[src/design/utf16_to_utf32_decoder_defines.svh]
// Assertion macros shared by the UTF-16 to UTF-32 decoder RTL.
// Included by the modules that carry concurrent checks; no other dependencies.
`ifndef UTF16_TO_UTF32_DECODER_DEFINES_SVH
`define UTF16_TO_UTF32_DECODER_DEFINES_SVH

`ifndef ASSERT_OFF

// Property must hold at every clock edge outside reset.
`define UTD_ASSERT(lbl, clk, rst, prop) \
   lbl: assert property (@(posedge clk) disable iff (rst) prop) \
      else $error("utd assertion failed");

// Condition must never be true outside reset.
`define UTD_ASSERT_NEVER(lbl, clk, rst, cond) \
   lbl: assert property (@(posedge clk) disable iff (rst) !(cond)) \
      else $error("utd forbidden condition seen");

`else

`define UTD_ASSERT(lbl, clk, rst, prop)
`define UTD_ASSERT_NEVER(lbl, clk, rst, cond)

`endif

`endif

[src/design/utd_pkg.sv]
// Shared types and constants for the UTF-16 to UTF-32 decoder.
// No dependencies; imported by every module of the block.
`timescale 1ns / 1ps

package utd_pkg;

   // Widths of the fields and counters.
   localparam int UNIT_W   = 16;
   localparam int POINT_W  = 21;
   localparam int CNT_W    = 13;
   localparam int STATUS_W = 3;
   localparam int PAYLD_W  = 10;

   // Capacity after reset and the saturation value of the counters.
   localparam logic [CNT_W-1:0] MAX_LEN = 13'd4096;
   localparam logic [CNT_W-1:0] CNT_MAX = 13'd8191;

   // Surrogate ranges and the base of the supplementary planes.
   localparam logic [UNIT_W-1:0]  HIGH_FIRST = 16'hD800;
   localparam logic [UNIT_W-1:0]  HIGH_LAST  = 16'hDBFF;
   localparam logic [UNIT_W-1:0]  LOW_FIRST  = 16'hDC00;
   localparam logic [UNIT_W-1:0]  LOW_LAST   = 16'hDFFF;
   localparam logic [POINT_W-1:0] SUPP_BASE  = 21'h10000;

   // Status codes reported on each result.
   localparam logic [STATUS_W-1:0] STATUS_OK             = 3'd0;
   localparam logic [STATUS_W-1:0] STATUS_HIGH_HIGH      = 3'd1;
   localparam logic [STATUS_W-1:0] STATUS_LONE_LOW       = 3'd2;
   localparam logic [STATUS_W-1:0] STATUS_BMP_AFTER_HIGH = 3'd3;
   localparam logic [STATUS_W-1:0] STATUS_CAPACITY       = 3'd4;

   // Depth of the queue between front and back.
   localparam int QUEUE_DEPTH = 2;
   localparam int QPTR_W      = (QUEUE_DEPTH > 1) ? $clog2(QUEUE_DEPTH) : 1;
   localparam int QCNT_W      = $clog2(QUEUE_DEPTH + 1);

   typedef enum logic [1:0] {
      KIND_BMP,
      KIND_HIGH,
      KIND_LOW
   } unit_kind_type;

   // One classified code unit as it travels from front to back.
   typedef struct packed {
      unit_kind_type     kind;
      logic [UNIT_W-1:0] code_unit;
      logic              last_unit;
   } unit_item_type;

endpackage

[src/design/utd_front.sv]
// Front end of the decoder: accepts code units and classifies them.
// Depends on utd_pkg; feeds the queue in front of utd_back.
`timescale 1ns / 1ps

module utd_front import utd_pkg::*; (
   input  logic              clock,
   input  logic              reset,
   input  logic              req_valid,
   output logic              req_ready,
   input  logic [UNIT_W-1:0] req_code_unit,
   input  logic              req_last_unit,
   output logic              item_valid,
   input  logic              item_ready,
   output unit_item_type     item_data
);

   logic          valid_ff, valid_in;
   unit_item_type item_ff, item_in;
   unit_kind_type kind;

   // Classify the unit by its surrogate range.
   always_comb begin
      if (req_code_unit >= HIGH_FIRST && req_code_unit <= HIGH_LAST) begin
         kind = KIND_HIGH;
      end else if (req_code_unit >= LOW_FIRST && req_code_unit <= LOW_LAST) begin
         kind = KIND_LOW;
      end else begin
         kind = KIND_BMP;
      end
   end

   // The stage takes a new beat when it is empty or its beat moves on.
   assign req_ready = !valid_ff || item_ready;

   always_comb begin
      valid_in = valid_ff;
      item_in  = item_ff;
      if (req_ready) begin
         valid_in = req_valid;
         item_in  = '{kind: kind, code_unit: req_code_unit, last_unit: req_last_unit};
      end
   end

   always_ff @(posedge clock) begin
      if (reset) begin
         valid_ff <= 1'b0;
      end else begin
         valid_ff <= valid_in;
      end
   end

   always_ff @(posedge clock) begin
      item_ff <= item_in;
   end

   assign item_valid = valid_ff;
   assign item_data  = item_ff;

endmodule

[src/design/utd_queue.sv]
// Short queue of classified units between the front and back of the decoder.
// Depends on utd_pkg and the assertion macros in the defines header.
`timescale 1ns / 1ps
`include "utf16_to_utf32_decoder_defines.svh"

module utd_queue import utd_pkg::*; (
   input  logic          clock,
   input  logic          reset,
   input  logic          push_valid,
   output logic          push_ready,
   input  unit_item_type push_data,
   output logic          pop_valid,
   input  logic          pop_ready,
   output unit_item_type pop_data
);

   unit_item_type           slots_ff [QUEUE_DEPTH];
   logic [QPTR_W-1:0]       wr_ptr_ff, wr_ptr_in;
   logic [QPTR_W-1:0]       rd_ptr_ff, rd_ptr_in;
   logic [QCNT_W-1:0]       count_ff, count_in;
   logic                    push, pop;

   localparam logic [QPTR_W-1:0] LAST_SLOT = QPTR_W'(QUEUE_DEPTH - 1);
   localparam logic [QCNT_W-1:0] FULL_CNT  = QCNT_W'(QUEUE_DEPTH);

   assign push_ready = (count_ff != FULL_CNT);
   assign pop_valid  = (count_ff != '0);
   assign push       = push_valid && push_ready;
   assign pop        = pop_valid && pop_ready;
   assign pop_data   = slots_ff[rd_ptr_ff];

   // Pointer and fill count update.
   always_comb begin
      wr_ptr_in = wr_ptr_ff;
      rd_ptr_in = rd_ptr_ff;
      count_in  = count_ff;
      if (push) begin
         wr_ptr_in = (wr_ptr_ff == LAST_SLOT) ? '0 : wr_ptr_ff + 1'b1;
      end
      if (pop) begin
         rd_ptr_in = (rd_ptr_ff == LAST_SLOT) ? '0 : rd_ptr_ff + 1'b1;
      end
      if (push && !pop) begin
         count_in = count_ff + 1'b1;
      end else if (pop && !push) begin
         count_in = count_ff - 1'b1;
      end
   end

   always_ff @(posedge clock) begin
      if (reset) begin
         wr_ptr_ff <= '0;
         rd_ptr_ff <= '0;
         count_ff  <= '0;
      end else begin
         wr_ptr_ff <= wr_ptr_in;
         rd_ptr_ff <= rd_ptr_in;
         count_ff  <= count_in;
      end
   end

   // Slot storage, written at the write pointer.
   always_ff @(posedge clock) begin
      if (push) begin
         slots_ff[wr_ptr_ff] <= push_data;
      end
   end

   `UTD_ASSERT_NEVER(a_queue_overfill, clock, reset, count_ff > FULL_CNT)
   `UTD_ASSERT(a_queue_grow, clock, reset,
      (push && !pop) |=> count_ff == $past(count_ff) + 1'b1)
   `UTD_ASSERT(a_queue_ptr_gap, clock, reset,
      (count_ff == '0 || count_ff == FULL_CNT) |-> wr_ptr_ff == rd_ptr_ff)

endmodule

[src/design/utd_back.sv]
// Back end of the decoder: string state, surrogate pairing, error latch
// and the result register. Depends on utd_pkg and the defines header.
`timescale 1ns / 1ps
`include "utf16_to_utf32_decoder_defines.svh"

module utd_back import utd_pkg::*; (
   input  logic                clock,
   input  logic                reset,
   input  logic [CNT_W-1:0]    capacity,
   input  logic                item_valid,
   output logic                item_ready,
   input  unit_item_type       item_data,
   output logic                rsp_valid,
   input  logic                rsp_ready,
   output logic [POINT_W-1:0]  rsp_code_point,
   output logic                rsp_point_valid,
   output logic [STATUS_W-1:0] rsp_status,
   output logic [CNT_W-1:0]    rsp_points_so_far,
   output logic                rsp_end_of_string
);

   // String state.
   logic                pending_ff, pending_in;
   logic [PAYLD_W-1:0]  high_ff, high_in;
   logic [CNT_W-1:0]    units_ff, units_in;
   logic [CNT_W-1:0]    points_ff, points_in;
   logic [STATUS_W-1:0] error_ff, error_in;

   // Result register.
   logic                rsp_valid_ff, rsp_valid_in;
   logic [POINT_W-1:0]  cp_ff, cp_in;
   logic                pv_ff, pv_in;
   logic [STATUS_W-1:0] status_ff, status_in;
   logic [CNT_W-1:0]    so_far_ff, so_far_in;
   logic                eos_ff, eos_in;

   logic                pop;
   logic [CNT_W:0]      count;

   // A beat leaves the queue when the result register is free or draining.
   assign item_ready = !rsp_valid_ff || rsp_ready;
   assign pop        = item_valid && item_ready;
   assign count      = {1'b0, units_ff} + 1'b1;

   // Decode one unit and update the string state.
   always_comb begin
      pending_in = pending_ff;
      high_in    = high_ff;
      units_in   = units_ff;
      points_in  = points_ff;
      error_in   = error_ff;
      cp_in      = '0;
      pv_in      = 1'b0;
      status_in  = status_ff;
      so_far_in  = so_far_ff;
      eos_in     = eos_ff;
      if (pop) begin
         if (units_ff != CNT_MAX) begin
            units_in = count[CNT_W-1:0];
         end
         if (error_ff == STATUS_OK) begin
            if (count > {1'b0, capacity}) begin
               error_in = STATUS_CAPACITY;
            end else begin
               case (item_data.kind)
                  KIND_HIGH: begin
                     if (pending_ff) begin
                        error_in = STATUS_HIGH_HIGH;
                     end else begin
                        pending_in = 1'b1;
                        high_in    = item_data.code_unit[PAYLD_W-1:0];
                     end
                  end
                  KIND_LOW: begin
                     if (!pending_ff) begin
                        error_in = STATUS_LONE_LOW;
                     end else begin
                        pending_in = 1'b0;
                        cp_in      = SUPP_BASE +
                           {1'b0, high_ff, item_data.code_unit[PAYLD_W-1:0]};
                        pv_in      = 1'b1;
                     end
                  end
                  default: begin
                     if (pending_ff) begin
                        error_in = STATUS_BMP_AFTER_HIGH;
                     end else begin
                        cp_in = {{(POINT_W-UNIT_W){1'b0}}, item_data.code_unit};
                        pv_in = 1'b1;
                     end
                  end
               endcase
            end
            if (pv_in && points_ff != CNT_MAX) begin
               points_in = points_ff + 1'b1;
            end
         end
         status_in = error_in;
         so_far_in = points_in;
         eos_in    = item_data.last_unit;
         // The final unit of a string clears everything after its result.
         if (item_data.last_unit) begin
            pending_in = 1'b0;
            high_in    = '0;
            units_in   = '0;
            points_in  = '0;
            error_in   = STATUS_OK;
         end
      end
   end

   // Result valid follows the output handshake.
   always_comb begin
      if (pop) begin
         rsp_valid_in = 1'b1;
      end else if (rsp_ready) begin
         rsp_valid_in = 1'b0;
      end else begin
         rsp_valid_in = rsp_valid_ff;
      end
   end

   always_ff @(posedge clock) begin
      if (reset) begin
         pending_ff   <= 1'b0;
         high_ff      <= '0;
         units_ff     <= '0;
         points_ff    <= '0;
         error_ff     <= STATUS_OK;
         rsp_valid_ff <= 1'b0;
      end else begin
         pending_ff   <= pending_in;
         high_ff      <= high_in;
         units_ff     <= units_in;
         points_ff    <= points_in;
         error_ff     <= error_in;
         rsp_valid_ff <= rsp_valid_in;
      end
   end

   // Result payload loads only when a new beat is decoded.
   always_ff @(posedge clock) begin
      if (pop) begin
         cp_ff     <= cp_in;
         pv_ff     <= pv_in;
         status_ff <= status_in;
         so_far_ff <= so_far_in;
         eos_ff    <= eos_in;
      end
   end

   assign rsp_valid         = rsp_valid_ff;
   assign rsp_code_point    = cp_ff;
   assign rsp_point_valid   = pv_ff;
   assign rsp_status        = status_ff;
   assign rsp_points_so_far = so_far_ff;
   assign rsp_end_of_string = eos_ff;

   `UTD_ASSERT(a_valid_point_no_error, clock, reset,
      (rsp_valid_ff && pv_ff) |-> status_ff == STATUS_OK)
   `UTD_ASSERT(a_invalid_point_zero, clock, reset,
      (rsp_valid_ff && !pv_ff) |-> cp_ff == '0)
   `UTD_ASSERT(a_error_held, clock, reset,
      (error_ff != STATUS_OK && !(pop && item_data.last_unit))
         |=> error_ff == $past(error_ff))
   `UTD_ASSERT_NEVER(a_points_over_units, clock, reset, points_ff > units_ff)

endmodule

[src/design/utf16_to_utf32_decoder.sv]
// UTF-16 to UTF-32 stream decoder: top level.
// Depends on utd_pkg, utd_front, utd_queue and utd_back.
//
// Usage:
//   The req_ channel carries one UTF-16 code unit per beat, with
//   req_last_unit set on the final unit of a string. The rsp_ channel returns
//   exactly one result per unit: the code point (when a point completes), the
//   status, the running point count and a copy of the end-of-string flag.
//   The first error of a string is latched and reported until that string ends.
//   csr_write_enable/csr_write_data set the capacity in units per string; write
//   it only while no unit is in flight.
//   An accepted request beat reaches its result through the input stage,
//   the two-entry queue and the result register. Throughput is one unit
//   per cycle while rsp_ready is high, set by the back end's decode.
//   Reset clears all string state and sets the capacity to 4096; no clearing
//   pass is needed. When the receiver stalls, the result register holds, the
//   queue fills, and req_ready drops once the front stage cannot move.
`timescale 1ns / 1ps

module utf16_to_utf32_decoder import utd_pkg::*; (
   input  logic                clock,
   input  logic                reset,
   input  logic                csr_write_enable,
   input  logic [CNT_W-1:0]    csr_write_data,
   input  logic                req_valid,
   output logic                req_ready,
   input  logic [UNIT_W-1:0]   req_code_unit,
   input  logic                req_last_unit,
   output logic                rsp_valid,
   input  logic                rsp_ready,
   output logic [POINT_W-1:0]  rsp_code_point,
   output logic                rsp_point_valid,
   output logic [STATUS_W-1:0] rsp_status,
   output logic [CNT_W-1:0]    rsp_points_so_far,
   output logic                rsp_end_of_string
);

   logic [CNT_W-1:0] capacity_ff, capacity_in;
   logic             front_valid, front_ready;
   unit_item_type    front_data;
   logic             back_valid, back_ready;
   unit_item_type    back_data;

   // Capacity register.
   assign capacity_in = csr_write_enable ? csr_write_data : capacity_ff;

   always_ff @(posedge clock) begin
      if (reset) begin
         capacity_ff <= MAX_LEN;
      end else begin
         capacity_ff <= capacity_in;
      end
   end

   utd_front u_front (
      .clock         (clock),
      .reset         (reset),
      .req_valid     (req_valid),
      .req_ready     (req_ready),
      .req_code_unit (req_code_unit),
      .req_last_unit (req_last_unit),
      .item_valid    (front_valid),
      .item_ready    (front_ready),
      .item_data     (front_data)
   );

   utd_queue u_queue (
      .clock      (clock),
      .reset      (reset),
      .push_valid (front_valid),
      .push_ready (front_ready),
      .push_data  (front_data),
      .pop_valid  (back_valid),
      .pop_ready  (back_ready),
      .pop_data   (back_data)
   );

   utd_back u_back (
      .clock             (clock),
      .reset             (reset),
      .capacity          (capacity_ff),
      .item_valid        (back_valid),
      .item_ready        (back_ready),
      .item_data         (back_data),
      .rsp_valid         (rsp_valid),
      .rsp_ready         (rsp_ready),
      .rsp_code_point    (rsp_code_point),
      .rsp_point_valid   (rsp_point_valid),
      .rsp_status        (rsp_status),
      .rsp_points_so_far (rsp_points_so_far),
      .rsp_end_of_string (rsp_end_of_string)
   );

endmodule
[config.mk]
export PLATFORM = sky130hd
export DESIGN_NAME = utf16_to_utf32_decoder
export DESIGN_NICKNAME = d
export VERILOG_FILES = /design/src/design/utd_pkg.sv /design/src/design/utd_front.sv /design/src/design/utd_queue.sv /design/src/design/utd_back.sv /design/src/design/utf16_to_utf32_decoder.sv
export VERILOG_INCLUDE_DIRS = /design/src /design/src/design
export SDC_FILE = /design/constraint.sdc
export NUM_CORES = 1
export LEC_CHECK = 0
export BUFFER_PORTS_ARGS = -buffer_cell sky130_fd_sc_hd__buf_2
export CAP_MARGIN = 30
export CORE_UTILIZATION = 46
export DETAILED_ROUTE_END_ITERATION = 16
export PLACE_DENSITY = 0.65
export RECOVER_POWER = 100
export SKIP_CTS_REPAIR_TIMING = 1
export SYNTH_ARGS = -nofsm -noshare
export SYNTH_HDL_FRONTEND = slang
export SYNTH_HIERARCHICAL = 1
export SYNTH_SLANG_ARGS = --single-unit
export TNS_END_PERCENT = 30
[constraint.sdc]
create_clock -name clock -period 4.4 [get_ports clock]
set_input_delay 0.22 -clock clock [delete_from_list [all_inputs] [get_ports clock]]
set_output_delay 0.22 -clock clock [all_outputs]
set_load 0.1 [all_outputs]
==> metrics.md, run 1 <==
| Metric | Value |
|---|---|
| Switching power | approximately 2.4 mW |
| Worst Path Required | roughly 4.7 ns |
| Leakage | 3.08 nW |
| CP Cell Sequence | ha_1 > nand2_1 > nor4_1 > xor2_1 > ha_1 > nand3_1 > or2_2 > a311o_2 > a22o_2 > clkbuf_1 > a211o_1 > a31oi_1 |
| DRT Pass-1 Iters | 6 |
| Post-synthesis adder-cell area fraction | 3.44% |
| Pwr/cell area | approximately 680 nW/um^2 |
| Final hold vios | 0 |
| Critical path arrival | ~4.4 ns |
| DR WL/cell | roughly 16 um |
| DR vias | a little under 5000 |
| Die width | 125 um |
| Grt ovf | 0 |
| Register area | approximately 4100 sq um |
| XOR/XNOR Fraction of Synth Area | approximately 3.4% |
| Setup TNS | 0 ns |
| Routed WL | 14200 um |
| Clock skew | slightly above 0.01 ns |
| CP top delay family | compound AO/OA/AOI/OAI gates |
| F_max | 246 MHz |
| Worst-path clk slew | roughly 0.060 ns |
| Initial antenna violation count | 0 |
| Register-to-Register Path Depth | 12 |
| CTS sink cnt | between 150 and 200 |
| Chip height | between 100 and 150 um |
| Worst-path fanout max | 34 |
| Crit-path most repeated cell | ha_1 |
| Main combinational cell family by area after synthesis | simple AND/OR/NAND/NOR gates |
| Maxcap violations | 0 |
| # fillers | between 1000 and 1500 |
| Syn Nets | around 640 |
| Compound-Gate Fraction of Synth Area | 9.83% |
| Crit Path Class | flop to flop |
| GRT Resource Usage Total | between 10% and 20% |
| Peak VDD IR | between 0.3 and 0.4 mV |
| Layout cells sized above 1 | roughly 14% |
| CP endpoint kind | flop |
| Die ar. | ~16000 sq um |
| Root Buffer | clkbuf_16 |
| Final setup fails | 0 |
| CP bufs+invs | 1 |
| Synth Instances | 590 |
| Cell Area, Synth | 6910 sq um |
| Placer congestion estimate | between 0.8 and 0.9 |
| Initial Util | a little under half |
| Max stage delay on crit path | approximately 0.56 ns |
| Place WS | approximately 0.42 ns |
| Area occupied by multi-input gates | between 2000 and 3000 sq um |
| Register area share after synthesis | a little under 60% |
| Worst hold path depth | 2 |
| DRT antenna net count | 0 |
| Clk pwr share | between 20% and 30% |
| Clock period minus worst slack | a little over 4 ns |
| Flops & latches, synth | between 150 and 200 |
| Status | finished, final reports clean |
| Part of the power in registers | between 30% and 40% |
| Synth-to-Final Area Change | 17.0% |
| Slew Viols, Final | 0 |
| Placed cell count | ~830 |
| Worst skew pair latency | approximately 0.42 ns |
| RSZ-0062 raised after global routing | false |
| DRC Markers | 0 |
| Hpwl dp | between 9000 and 10000 um |
| Post-synthesis simple-gate area fraction | around 15% |
| Startpoint Class | flop |
| IO Port Bufs | 75 |
| DR iter-0 viols | roughly 380 |
| Slew HR | a little over a fifth |
| Combinational power share | 37.2% |
| Ports | 76 |
| Syn. warnings | 6 |
| CP max stage cell | nor4_1 |
| Final WS setup | 0.335 ns |
| CTS buffer count | 17 |
| Vias per cell | between 5 and 6 |
| Net Sw Frac | a little over two fifths |
| Cell Rows | 44 |
| Global-route wire length before repair | between 20000 and 25000 um |
| Hold Crit Class | input pin to flop |
| Nets | around 730 |
| Final core utilization | 55.4% |
| TritonCTS clock tree | built |
| # diodes | 0 |
| EDFF count, synth | 96 |
| Syn avg cell area | 11.7 sq um |
| Core footprint | around 15000 sq um |
| H-tree depth | 4 |
| Yosys cell types | just over 60 |
| Post-synthesis mux area share | 5.14% |
| CTS Buffer Depth | 2 |
| Vias in the first global route | 4597 |
| Finished Layout Cells | roughly 880 |
| Final period utilization | 92.4% |
| Async SR Flop Fraction | 0% |
| Worst-Margin Slew | 1.19 ns |
| Largest net degree at the start of global routing | 53 |
| P_int | ~3 mW |
| Crit path depth | 12 |
| Top_reg_cell synth | edfxtp_1 |
==> area by class of cell <==
cell class	instances	share of cell area (%)
clock buffer	19	5.48
sequential	156	50.5
timing repair buffer	97	6.34
tap	184	2.85
clock inverter	13	1.89
inverter	43	2.00
multi-input combinational	364	30.9
==> power by group through the flow <==
stage | combinational [mW] | clock, mW | sequential, mW
after floorplan | 0.675 | 0 | 3.04
after global placement | 2.05 | 0 | 1.99
after detailed placement | 2.07 | 0 | 2.00
after CTS | 2.08 | 1.50 | 1.97
after global routing | 2.13 | 1.55 | 2.01
final | 2.04 | 1.47 | 1.98
==> logic make-up (layout without fill, tap and decap cells) <==
group	count (synthesis)	after routing
AND/OR/NAND/NOR	193	193
flip-flops	156	156
AO/OA/AOI/OAI	92	92
buffers and inverters	70	172
multiplexers	33	33
XOR/XNOR	27	27
adder cells (fa/ha/maj)	19	19
==> worst register-to-register path, delay by kind of cell, from the launching register on <==
kind            cells  cell delay [ns]
flops               1             0.44
compound gates      4             1.32
simple gates        4             1.10
fa+ha+maj           2             0.68
xor+xnor            1             0.15
buf+inv             1             0.29
==> through the flow <==
stage	cell area [sq um]	hold WS, ns	power, mW
floorplan	6910	0.289	3.71
global placement	7420	0.396	4.04
detailed placement	7420	0.398	4.08
CTS	8010	-0.0556	5.56
global route	8090	0.00343	5.69
finish	8090	0.00628	5.49
==> synth_stat cells (3+ instances only) <==
master,n,area [sq um]
and4_1,4,35.0
nor4_1,8,50.1
mux2_2,20,225
o221ai_1,10,87.6
a21oi_1,19,95.1
or2_2,4,25.0
nand2b_1,4,25.0
nor2_1,39,146
a22oi_1,8,60.1
nor3_1,10,50.1
o311ai_0,4,35.0
a31oi_1,8,50.1
nand2_1,39,146
nand3_1,41,205
o21ai_0,9,45.0
inv_1,42,158
dfxtp_1,60,1200
edfxtp_1,96,2880
nand4_1,8,50.1
xnor2_1,18,158
buf_2,9,45.0
mux2i_1,13,130
xor2_1,9,78.8
a22o_1,6,52.6
nand3b_1,3,22.5
clkbuf_1,14,52.6
a211o_1,5,43.8
and3_1,18,113
nor2b_1,3,18.8
a21o_1,4,30.0
ha_1,19,238
==> sequential cells by signal (all words and copies together), names as in the netlist, named ones only <==
name / count
u_back/error_ff: 3
u_queue/slots_ff: 38
u_queue/wr_ptr_ff: 1
u_back/pending_ff: 1
u_back/rsp_code_point: 21
u_back/points_ff: 13
u_back/rsp_points_so_far: 13
u_back/units_ff: 13
u_back/rsp_end_of_string: 1
u_back/high_ff: 10
u_front/item_data: 19
u_front/item_valid: 1
u_queue/count_ff: 2
capacity_ff: 13
u_back/rsp_status: 3
u_back/rsp_point_valid: 1
u_queue/rd_ptr_ff: 1
u_back/rsp_valid: 1
==> worst paths after layout <==
path | from | end | slack, ns
worst max-delay path | u_back/units_ff[0] | u_back/points_ff[5] | 0.33
worst min-delay path | csr_write_data[12] | capacity_ff[12] | 0.006
worst max register to register | u_back/units_ff[0] | u_back/points_ff[5] | 0.33
worst min register to register | u_front/item_data[8] | u_queue/slots_ff[1][8] | 0.45
==> placed cells by master, fill, tap and decap left out, types with 3 or more instances in the layout <==
cell / count
o21ai_0: 9
clkbuf_16: 17
o311ai_0: 5
dfxtp_1: 60
and4_1: 4
nor4_1: 8
xnor2_1: 18
and3_1: 18
and2_0: 3
ha_1: 19
buf_2: 29
a21o_1: 4
a211o_1: 5
a31oi_1: 8
nor2b_1: 3
edfxtp_1: 96
mux2_2: 19
clkbuf_1: 49
inv_1: 42
nor3_1: 10
nand4_1: 8
dlygate4sd3_1: 16
nand3b_1: 3
o221ai_1: 10
mux2i_1: 13
nor2_1: 39
xor2_1: 9
a22oi_1: 9
nand2_1: 39
inv_6: 5
a22o_1: 6
a21oi_1: 19
buf_4: 3
nand2b_1: 5
or2_2: 4
nand3_1: 41
==> per-layer routing <==
layer	GRT usage, %	vias to the layer above	routed length, um
li1	-	2350	-
met1	24.9	2340	6610
met2	29.2	152	6580
met3	3.95	21	718
met4	8.72	0	259
met5	0	-	0
(Power assumes the default switching activity.)
==> run 2, diff against run 1 <==
- CORE_MARGIN: not set -> 2
==> run 2 against run 1 <==
Global-route usage down 0.90 points. Fmax increased by 3.2%. Sequential cell count unchanged. Final area down 0.14%. Critical path type unchanged. Critical endpoint is now u_back/rsp_code_point[10]. Largest power group unchanged. Highest routed layer unchanged.
==> metrics.md, run 2 (synthesis results as in run 1) <==
| Metric | Value |
|---|---|
| Status | finished, final reports clean |
| DR iter-0 viols | 427 (+12%) |
| Cell Rows | 44 (unchanged) |
| Place WS | 0.306 ns (-0.118 ns) |
| Crit-path most repeated cell | ha_1 |
| Peak VDD IR | 0.422 mV (+21%) |
| Largest net degree at the start of global routing | 53 (unchanged) |
| Final WS setup | 0.462 ns (+0.127 ns) |
| Placer congestion estimate | 0.861 (-0.95%) |
| Crit Path Class | flop to flop |
| Reg with most FFs | u_queue/slots_ff |
| Global-route wire length before repair | 22500 um (-1.0%) |
| Die width | 127 um (+1.6%) |
| Most common cell after layout, fill and taps aside | edfxtp_1 |
| CP max stage cell | nor4_1 |
| GRT Resource Usage Total | 17.8% (-0.90 points) |
| Grt ovf | 0 (unchanged) |
| Synth-to-Final Area Change | 16.8% |
| DRT Pass-1 Iters | 5 (-1) |
| Worst Path Required | 4.58 ns (-0.16 ns) |
| Hold Crit Class | input pin to flop |
| Vias in the first global route | 4636 (+0.85%) |
| Nets | 733 (unchanged) |
| Chip height | 127 um (+1.6%) |
| Hpwl dp | 9330 um (+0.34%) |
| Startpoint Class | flop |
| Final hold vios | 0 (unchanged) |
| Placed cell count | 827 (-0.12%) |
| Slew Viols, Final | 0 (unchanged) |
| Worst-Margin Slew | 1.17 ns (-0.0137 ns) |
| Setup TNS | 0 ns (unchanged) |
| Root Buffer | clkbuf_16 |
| Worst-path clk slew | 0.06 ns (about the same) |
| Clock skew | 0.00936 ns (-0.000766 ns) |
| # diodes | 0 (unchanged) |
| Final period utilization | 89.5% (-2.9 points) |
| Final setup fails | 0 (unchanged) |
| RSZ-0062 raised after global routing | false |
| Routed WL | 13900 um (-2.0%) |
| Ports | 76 (unchanged) |
| Maxcap violations | 0 (unchanged) |
| Die ar. | 16000 sq um (+3.2%) |
| Core footprint | 14600 sq um (unchanged) |
| Placed Area | 7410 sq um (-0.10%) |
| Critical path arrival | 4.12 ns (-0.28 ns) |
| Max reg flops | 38 (unchanged) |
| Slew HR | 22.1% (+0.91 points) |
| H-tree depth | 4 (unchanged) |
| DR vias | 4837 (-0.53%) |
| CP endpoint kind | flop |
| Max stage delay on crit path | 0.58 ns (+0.02 ns) |
| Leakage | 3.05 nW (-0.97%) |
| CTS Buffer Depth | 2 (unchanged) |
| Layout cells sized above 1 | 13.9% (+0.14 points) |
| CTS sink cnt | 156 (unchanged) |
| Hold slack | 0.00852 ns (+0.00224 ns) |
| Clock period minus worst slack | 3.94 ns (-0.127 ns) |
| TritonCTS clock tree | built |
| CTS buffer count | 17 (unchanged) |
| DRC Markers | 0 (unchanged) |
| IO Port Bufs | 75 (unchanged) |
| DRT antenna net count | 0 (unchanged) |
| CP Cell Sequence | ha_1 > nand2_1 > nor4_1 > xor2_1 > ha_1 > nand3_1 > or2_2 > a311o_2 > a22oi_2 > nor2_1 > a22o_1 |
| Total power | 5.40 mW (-1.5%) |
| Worst-path fanout max | 8 (-76%) |
| F_max | 254 MHz (+3.2%) |
| DR WL/cell | 15.9 um (-2.0%) |
| Vias per cell | 5.52 (-0.53%) |
| Pwr/cell area | 669 nW/um^2 (-1.4%) |
| Most frequent cells in the layout | edfxtp_1, dfxtp_1, clkbuf_1 |
| Initial antenna violation count | 0 (unchanged) |
| Final core utilization | 55.4% (-0.077 points) |
| Initial Util | 47.4% (unchanged) |
| Worst skew pair latency | 0.43 ns (about the same) |
| Finished Layout Cells | 876 (unchanged) |
| Post-route cell area | 8080 sq um (-0.14%) |
## run 2: critical path: cells and delay by family (launching register included)
family                     cells  cell delay [ns]
AOI/OAI and AO/OA              3             1.05
xor gates and xnor gates       1             0.16
adders and majority gates      2             0.69
DFF                            1             0.44
and+or+nand+nor                5             1.34
## run 2: cell type report
cell class                 instances  area (sq um)
fill                            1240          6510
sequential                       156          4080
multi-input combinational        364          2510
timing repair buffer              97           520
clock buffer                      18           429
tap                              184           230
inverter                          43           161
clock inverter                    14           135
## run 2: power by group
group / internal (mW) / leakage [nW] / switching [mW] / total (mW)
logic: 0.333 / 1.37 / 1.69 / 2.03
registers: 1.89 / 1.42 / 0.101 / 1.99
clock network: 0.788 / 0.260 / 0.605 / 1.39
## run 2: path summary, 6_finish.rpt
| path | startpoint | slack [ns] | to | depth (start not counted) |
|---|---|---|---|---|
| worst max-delay path | u_back/units_ff[0] | 0.46 | u_back/rsp_code_point[10] | 11 |
| worst min register to register | u_front/item_data[6] | 0.45 | u_queue/slots_ff[0][6] | 0 |
| worst min-delay path | csr_write_data[12] | 0.009 | capacity_ff[12] | 2 |
| worst max register to register | u_back/units_ff[0] | 0.46 | u_back/rsp_code_point[10] | 11 |
## run 2: layer usage
layer / part of all wire (%) / track usage (%) / up-vias
li1: - / - / 2350
met1: 47 / 23.8 / 2316
met2: 45 / 27.8 / 150
met3: 6.1 / 5.06 / 21
met4: 1.8 / 6.40 / 0
met5: 0 / 0 / -
